## src/rtl/core/assert_macros.svh

```systemverilog
// Assertion macros shared by the histogram RTL.
// Needs a clock and an active-high synchronous reset in the using module.
`ifndef ASSERT_MACROS_SVH
`define ASSERT_MACROS_SVH

// Same-cycle implication, off while reset is high.
`define WLH_ASSERT_IMP(lbl, clk, rst, ant, con) \
  lbl: assert property (@(posedge clk) disable iff (rst) (ant) |-> (con)) \
    else $error("wlh: same-cycle check failed");

// Next-cycle implication, off while reset is high.
`define WLH_ASSERT_NXT(lbl, clk, rst, ant, con) \
  lbl: assert property (@(posedge clk) disable iff (rst) (ant) |=> (con)) \
    else $error("wlh: next-cycle check failed");

`endif

```

## src/rtl/core/wlh_pkg.sv

```systemverilog
// Shared types and constants of the word length histogram.
// No dependencies; used by the interfaces, the result queue and the top level.
package wlh_pkg;

  localparam int FUNC_W   = 2;
  localparam int BYTE_W   = 8;
  localparam int LEN_W    = 6;
  localparam int LETTER_W = 5;
  localparam int COUNT_W  = 32;
  localparam int LETTERS  = 26;

  localparam logic [FUNC_W-1:0] FN_BYTE  = 2'd0;
  localparam logic [FUNC_W-1:0] FN_FLUSH = 2'd1;
  localparam logic [FUNC_W-1:0] FN_READ  = 2'd2;

  // result queue
  localparam int OQ_DEPTH = 3;
  localparam int OQ_PTR_W = 2;
  localparam int OQ_CNT_W = 2;

  typedef struct packed {
    logic                word_done;
    logic [LEN_W-1:0]    word_length;
    logic [LETTER_W-1:0] word_letter;
    logic                long_word;
    logic                bad_initial;
    logic [COUNT_W-1:0]  read_count;
  } out_t;

endpackage

```

## src/rtl/core/wlh_out_if.sv

```systemverilog
// Result channel of the word length histogram: valid/ready plus result fields.
// Depends on wlh_pkg for field widths.
interface wlh_out_if;
  logic                          valid;
  logic                          ready;
  logic                          word_done;
  logic [wlh_pkg::LEN_W-1:0]     word_length;
  logic [wlh_pkg::LETTER_W-1:0]  word_letter;
  logic                          long_word;
  logic                          bad_initial;
  logic [wlh_pkg::COUNT_W-1:0]   read_count;

  modport source (output valid, word_done, word_length, word_letter, long_word,
                  bad_initial, read_count, input ready);
  modport sink   (input valid, word_done, word_length, word_letter, long_word,
                  bad_initial, read_count, output ready);
endinterface

```

## src/rtl/core/wlh_oq.sv

```systemverilog
// Three-entry result queue that drives the result channel.
// Depends on wlh_pkg, wlh_out_if and assert_macros.svh.
`include "assert_macros.svh"

module wlh_oq (
  input  logic                           clk,
  input  logic                           rst,
  input  logic                           push,
  input  wlh_pkg::out_t                  push_data,
  output logic [wlh_pkg::OQ_CNT_W-1:0]   count,
  wlh_out_if.source                      rsp
);

  wlh_pkg::out_t                 entries [wlh_pkg::OQ_DEPTH];
  logic [wlh_pkg::OQ_PTR_W-1:0]  wr_ptr;
  logic [wlh_pkg::OQ_PTR_W-1:0]  rd_ptr;
  logic                          pop;
  wlh_pkg::out_t                 head;

  localparam logic [wlh_pkg::OQ_PTR_W-1:0] LAST_PTR =
    wlh_pkg::OQ_PTR_W'(wlh_pkg::OQ_DEPTH - 1);

  assign pop  = rsp.valid && rsp.ready;
  assign head = entries[rd_ptr];

  assign rsp.valid       = (count != '0);
  assign rsp.word_done   = head.word_done;
  assign rsp.word_length = head.word_length;
  assign rsp.word_letter = head.word_letter;
  assign rsp.long_word   = head.long_word;
  assign rsp.bad_initial = head.bad_initial;
  assign rsp.read_count  = head.read_count;

  always_ff @(posedge clk) begin
    if (push) begin
      entries[wr_ptr] <= push_data;
    end
  end

  always_ff @(posedge clk) begin
    if (rst) begin
      wr_ptr <= '0;
      rd_ptr <= '0;
      count  <= '0;
    end else begin
      if (push) begin
        wr_ptr <= (wr_ptr == LAST_PTR) ? '0 : wr_ptr + 1'b1;
      end
      if (pop) begin
        rd_ptr <= (rd_ptr == LAST_PTR) ? '0 : rd_ptr + 1'b1;
      end
      if (push && !pop) begin
        count <= count + 1'b1;
      end else if (pop && !push) begin
        count <= count - 1'b1;
      end
    end
  end

  `WLH_ASSERT_IMP(a_no_overflow, clk, rst, push && !pop,
                  count != wlh_pkg::OQ_CNT_W'(wlh_pkg::OQ_DEPTH))
  `WLH_ASSERT_NXT(a_push_shows, clk, rst, push, rsp.valid)

endmodule

```

## src/flat_wrapper.sv

```systemverilog
// flat-port wrapper written by rule: the top's interface ports become plain ports
module wlh_oq_flat 
  (clk, rst, push, push_data, count, rsp_valid, rsp_word_done, rsp_word_length, rsp_word_letter, rsp_long_word, rsp_bad_initial, rsp_read_count, rsp_ready);
  wlh_out_if rsp_i ();
  input  logic clk;
  input  logic rst;
  input  logic push;
  input  wlh_pkg::out_t push_data;
  output logic [wlh_pkg::OQ_CNT_W-1:0] count;
  output wire logic [$bits(rsp_i.valid)-1:0] rsp_valid;
  output wire logic [$bits(rsp_i.word_done)-1:0] rsp_word_done;
  output wire logic [$bits(rsp_i.word_length)-1:0] rsp_word_length;
  output wire logic [$bits(rsp_i.word_letter)-1:0] rsp_word_letter;
  output wire logic [$bits(rsp_i.long_word)-1:0] rsp_long_word;
  output wire logic [$bits(rsp_i.bad_initial)-1:0] rsp_bad_initial;
  output wire logic [$bits(rsp_i.read_count)-1:0] rsp_read_count;
  input wire logic [$bits(rsp_i.ready)-1:0] rsp_ready;
  assign rsp_valid = rsp_i.valid;
  assign rsp_word_done = rsp_i.word_done;
  assign rsp_word_length = rsp_i.word_length;
  assign rsp_word_letter = rsp_i.word_letter;
  assign rsp_long_word = rsp_i.long_word;
  assign rsp_bad_initial = rsp_i.bad_initial;
  assign rsp_read_count = rsp_i.read_count;
  assign rsp_i.ready = rsp_ready;
  wlh_oq u_core (.clk(clk), .rst(rst), .push(push), .push_data(push_data), .count(count), .rsp(rsp_i));
endmodule
```

## config.mk

```make
export PLATFORM = sky130hd
export DESIGN_NAME = wlh_oq_flat
export DESIGN_NICKNAME = d
export VERILOG_FILES = /design/src/rtl/core/wlh_pkg.sv /design/src/rtl/core/wlh_out_if.sv /design/src/rtl/core/wlh_oq.sv /design/src/flat_wrapper.sv
export VERILOG_INCLUDE_DIRS = /design/src /design/src/rtl/core
export SDC_FILE = /design/constraint.sdc
export NUM_CORES = 1
export LEC_CHECK = 0
export BUFFER_PORTS_ARGS = -buffer_cell sky130_fd_sc_hd__buf_2
export CAP_MARGIN = 20
export CORE_ASPECT_RATIO = 0.7
export CORE_MARGIN = 2
export CORE_UTILIZATION = 49
export CTS_CLUSTER_SIZE = 40
export DETAILED_ROUTE_END_ITERATION = 6
export GPL_TIMING_DRIVEN = 0
export PLACE_DENSITY = 0.86
export RECOVER_POWER = 50
export SYNTH_ARGS = -nofsm -noshare
export SYNTH_HDL_FRONTEND = slang
export SYNTH_SLANG_ARGS = --single-unit
export TNS_END_PERCENT = 30
```

## constraint.sdc

```tcl
create_clock -name clk -period 4.7 [get_ports clk]
set_clock_uncertainty 0.05 [all_clocks]
set_input_delay 0.705 -clock clk [delete_from_list [all_inputs] [get_ports clk]]
set_output_delay 0.705 -clock clk [all_outputs]
set_load 0.02 [all_outputs]
```

==> impl_metrics.csv <==
group,metric,value,unit
clock_network,clkTransAtPathRegs,0.06,ns
die,pin_count,99,
detailed_routing,drt_first_pass_iters,4,
logic_synthesis,synth_top_cell_by_area,"edfxtp_1",
clock_network,cts_hold_buffers,0,
global_route,track_usage,18.3,%
status,status,"complete, but fails checks",
critical_path,worst_setup_path_start_kind,"input port",
global_route,grt.met3_usage,6.18,%
sta,slew_violations,55,
global_route,use_met1,22.7,%
critical_path,crit_buf_inv,2,
global_route,grt_pass1_wl,15800,um
sta,fin_setup_tns,0,ns
clock_network,cts_made_buffers,17,
sta,hold_slack,0.450,ns
placement,place_congestion,0.715,
clock_network,ctsResizeCount,0,
power_and_ir_drop,p_leak,2.24,nW
detailed_routing,vias,3021,
critical_path,worst_ep_required_time,4.63,ns
sta,setup_viol,0,
placement,pre_cts_ws,2.15,ns
critical_path,crit_top_cell,"clkbuf_1",
logic_synthesis,synth.distinct_cells,23,
global_route,grt_pass1_vias,3127,
sta,fin_crit,3.19,ns
clock_network,cts_sinks,146,
sta,tightest_slew,2.05,ns
worst_hold_path,min_path_cells,2,
logic_synthesis,synthCells,323,
sta,fmax,0.313,GHz
power_and_ir_drop,power_frac_comb,19.8,%
power_and_ir_drop,peakVddDrop,0.308,mV
critical_path,path_class,"input port to flop",
clock_network,clock_path_buffers,2,
clock_network,cts_setup_buffers,0,
job,max_cap_viol_count,2,
clock_network,clk_latency,0.40,ns
power_and_ir_drop,intPower,0.00260,W
sta,rsz0062_at_grt,"no",
cells_and_area,fin_nets,498,
power_and_ir_drop,p_switching,0.000977,W
sta,final.setup.worst_slack,1.51,ns
die,rows,32,
worst_hold_path,min_path_type,"flop to flop",
critical_path,startpoint,"push",
detailed_routing,drc,0,
logic_synthesis,synth.avg_cell_area,16.7,sq um
global_route,grt.overflow.total,0,
power_and_ir_drop,seqPwrFrac,42.6,%
detailed_routing,wire_per_inst,16.7,um
logic_synthesis,synth_top_area_share,76.8,%
clock_network,cts_htree_levels,4,
critical_path,cp_slowest_cell,"clkbuf_1",
die,die_area,11900,sq um
status,failed_checks,"max-capacitance violations, max-slew violations",
die,die_y,91.8,um
critical_path,cp-end-kind,"flop",
die,start_util,49.6,%
critical_path,arrival,3.13,ns
power_and_ir_drop,p_sw_share,27.3,%
global_route,grt_max_degree,34,
detailed_routing,drt-total-wl,10200,um
global_route,antenna_found_initial,0,
power_and_ir_drop,clkPwrFrac,37.6,%
logic_synthesis,synth_seq_cells,146,
detailed_routing,postRouteAntennaNets,0,
cells_and_area,layout_commonest_cell,"edfxtp_1",
logic_synthesis,syn_area,5400,sq um
sta,final.period_utilization,68.0,%
critical_path,cp_max_fo,33,
power_and_ir_drop,powerDensity,535,nW/um^2
critical_path,rr_startpoint,"u_core.wr_ptr[1]",
sta,finalHoldViolCount,0,
critical_path,cp_top_family,"buffers and inverters",
clock_network,cts_tree,"built",
critical_path,reg2reg_depth,2,
die,core,10900,sq um
placement,hpwl,6790,um
global_route,grt_use_met2,30.6,%
cells_and_area,syn_to_final_growth,24.0,%
logic_synthesis,ys_warn_count,0,
logic_synthesis,ys_seq_area_share,79.8,%
logic_synthesis,ys_top_cells_by_area,"edfxtp_1 (77%), mux2i_1 (8.5%), o21ai_1 (4.3%)",
critical_path,path_depth,3,
cells_and_area,drive_gt1_share,21.1,%
die,fp.dieW,129,um
sta,maxSlewHeadroom,-36.9,%
critical_path,crit_chain,"clkbuf_1, and3b_1, clkbuf_1",
critical_path,max_stage_delay,1.53,ns
cells_and_area,utilization,61.4,%
clock_network,root_buffer,"clkbuf_16",
placement,port_buffers,98,
worst_hold_path,min_from,"u_core.rd_ptr[0]",
detailed_routing,drt_iter0_drc,186,
detailed_routing,vias_per_cell,4.93,
cells_and_area,final_cell_mix,"edfxtp_1 (138), clkbuf_1 (56), buf_2 (53)",
logic_synthesis,syn-num-nets,374,
cells_and_area,diodes,0,
global_route,top_usage_layer,"met2",
cells_and_area,fill_cells,871,
==> per-layer routing <==
layer	up-vias	share of wire (%)
li1	1465	-
met1	1463	45
met2	89	50
met3	4	5.5
met4	0	0.35
met5	-	0
==> power groups by stage <==
stage	registers (W)	logic, W	clock network [W]
after global placement	0.00156	0.000698	0
after global routing	0.00153	0.000767	0.00144
after CTS	0.00153	0.000729	0.00137
final	0.00153	0.000708	0.00135
after detailed placement	0.00156	0.000727	0
after floorplan	0.00156	0.000471	0
==> synthesized netlist by cell type, drive strengths merged <==
cell and count:
dfxtp 8, edfxtp 138, a21oi 4, xor2 2, or3 2, or3b 1
mux2i 46, and3b 1, inv 1, or2 1, o21ba 1, buf 7
nor2b 1, nor2 3, nor3 1, clkbuf 8, ha 1, nand2 49
o21ai 48
==> registers in the layout, summed over array words and instances, names as in the netlist, named ones only <==
name and count:
u_core.entries 138, u_core.count 2, u_core.rd_ptr 2, u_core.wr_ptr 2
==> through the flow <==
stage / area [sq um] / power, W / instances
4_1_cts: 6790 / 0.00363 / 613
2_1_floorplan: 5400 / 0.00203 / 323
6_report: 6690 / 0.00358 / 613
3_3_place_gp: 6080 / 0.00225 / 574
3_5_place_dp: 6180 / 0.00228 / 581
5_1_grt: 6690 / 0.00374 / 613
==> worst reg2reg max path, cell delays in order (launching register included) <==
cell and delay [ns]:
dfxtp_1 0.34, and3b_1 0.71, clkbuf_1 1.53
==> cell families (layout without fill, tap and decap cells) <==
group	count (synthesis)	after routing	synth area share [%]
compound gates	53	53	5.15
xor+xnor	2	2	0.325
fa+ha+maj	1	1	0.232
buf+inv	16	153	1.51
flops	146	146	79.8
mux	46	46	8.53
simple gates	59	59	4.50
==> worst paths after layout <==
kind / to / slack [ns]
max: u_core.entries[1][26] / 1.51
min: u_core.rd_ptr[0] / 0.45
max reg2reg: u_core.entries[1][26] / 1.63
min reg2reg: u_core.rd_ptr[0] / 0.45
==> final cells by class <==
cell class / instances / area [sq um] / share of cell area [%]
flip-flops and latches: 146 / 4300 / 64.3
multi-input cells: 161 / 1000 / 15.0
repair buffers: 105 / 508 / 7.59
clock buffers: 18 / 439 / 6.56
well taps: 153 / 191 / 2.86
clock inverters: 14 / 163 / 2.43
plain buffers: 15 / 77.6 / 1.16
inverters: 1 / 3.75 / 0.0561
Note: power is estimated with default switching activity, not from simulation.
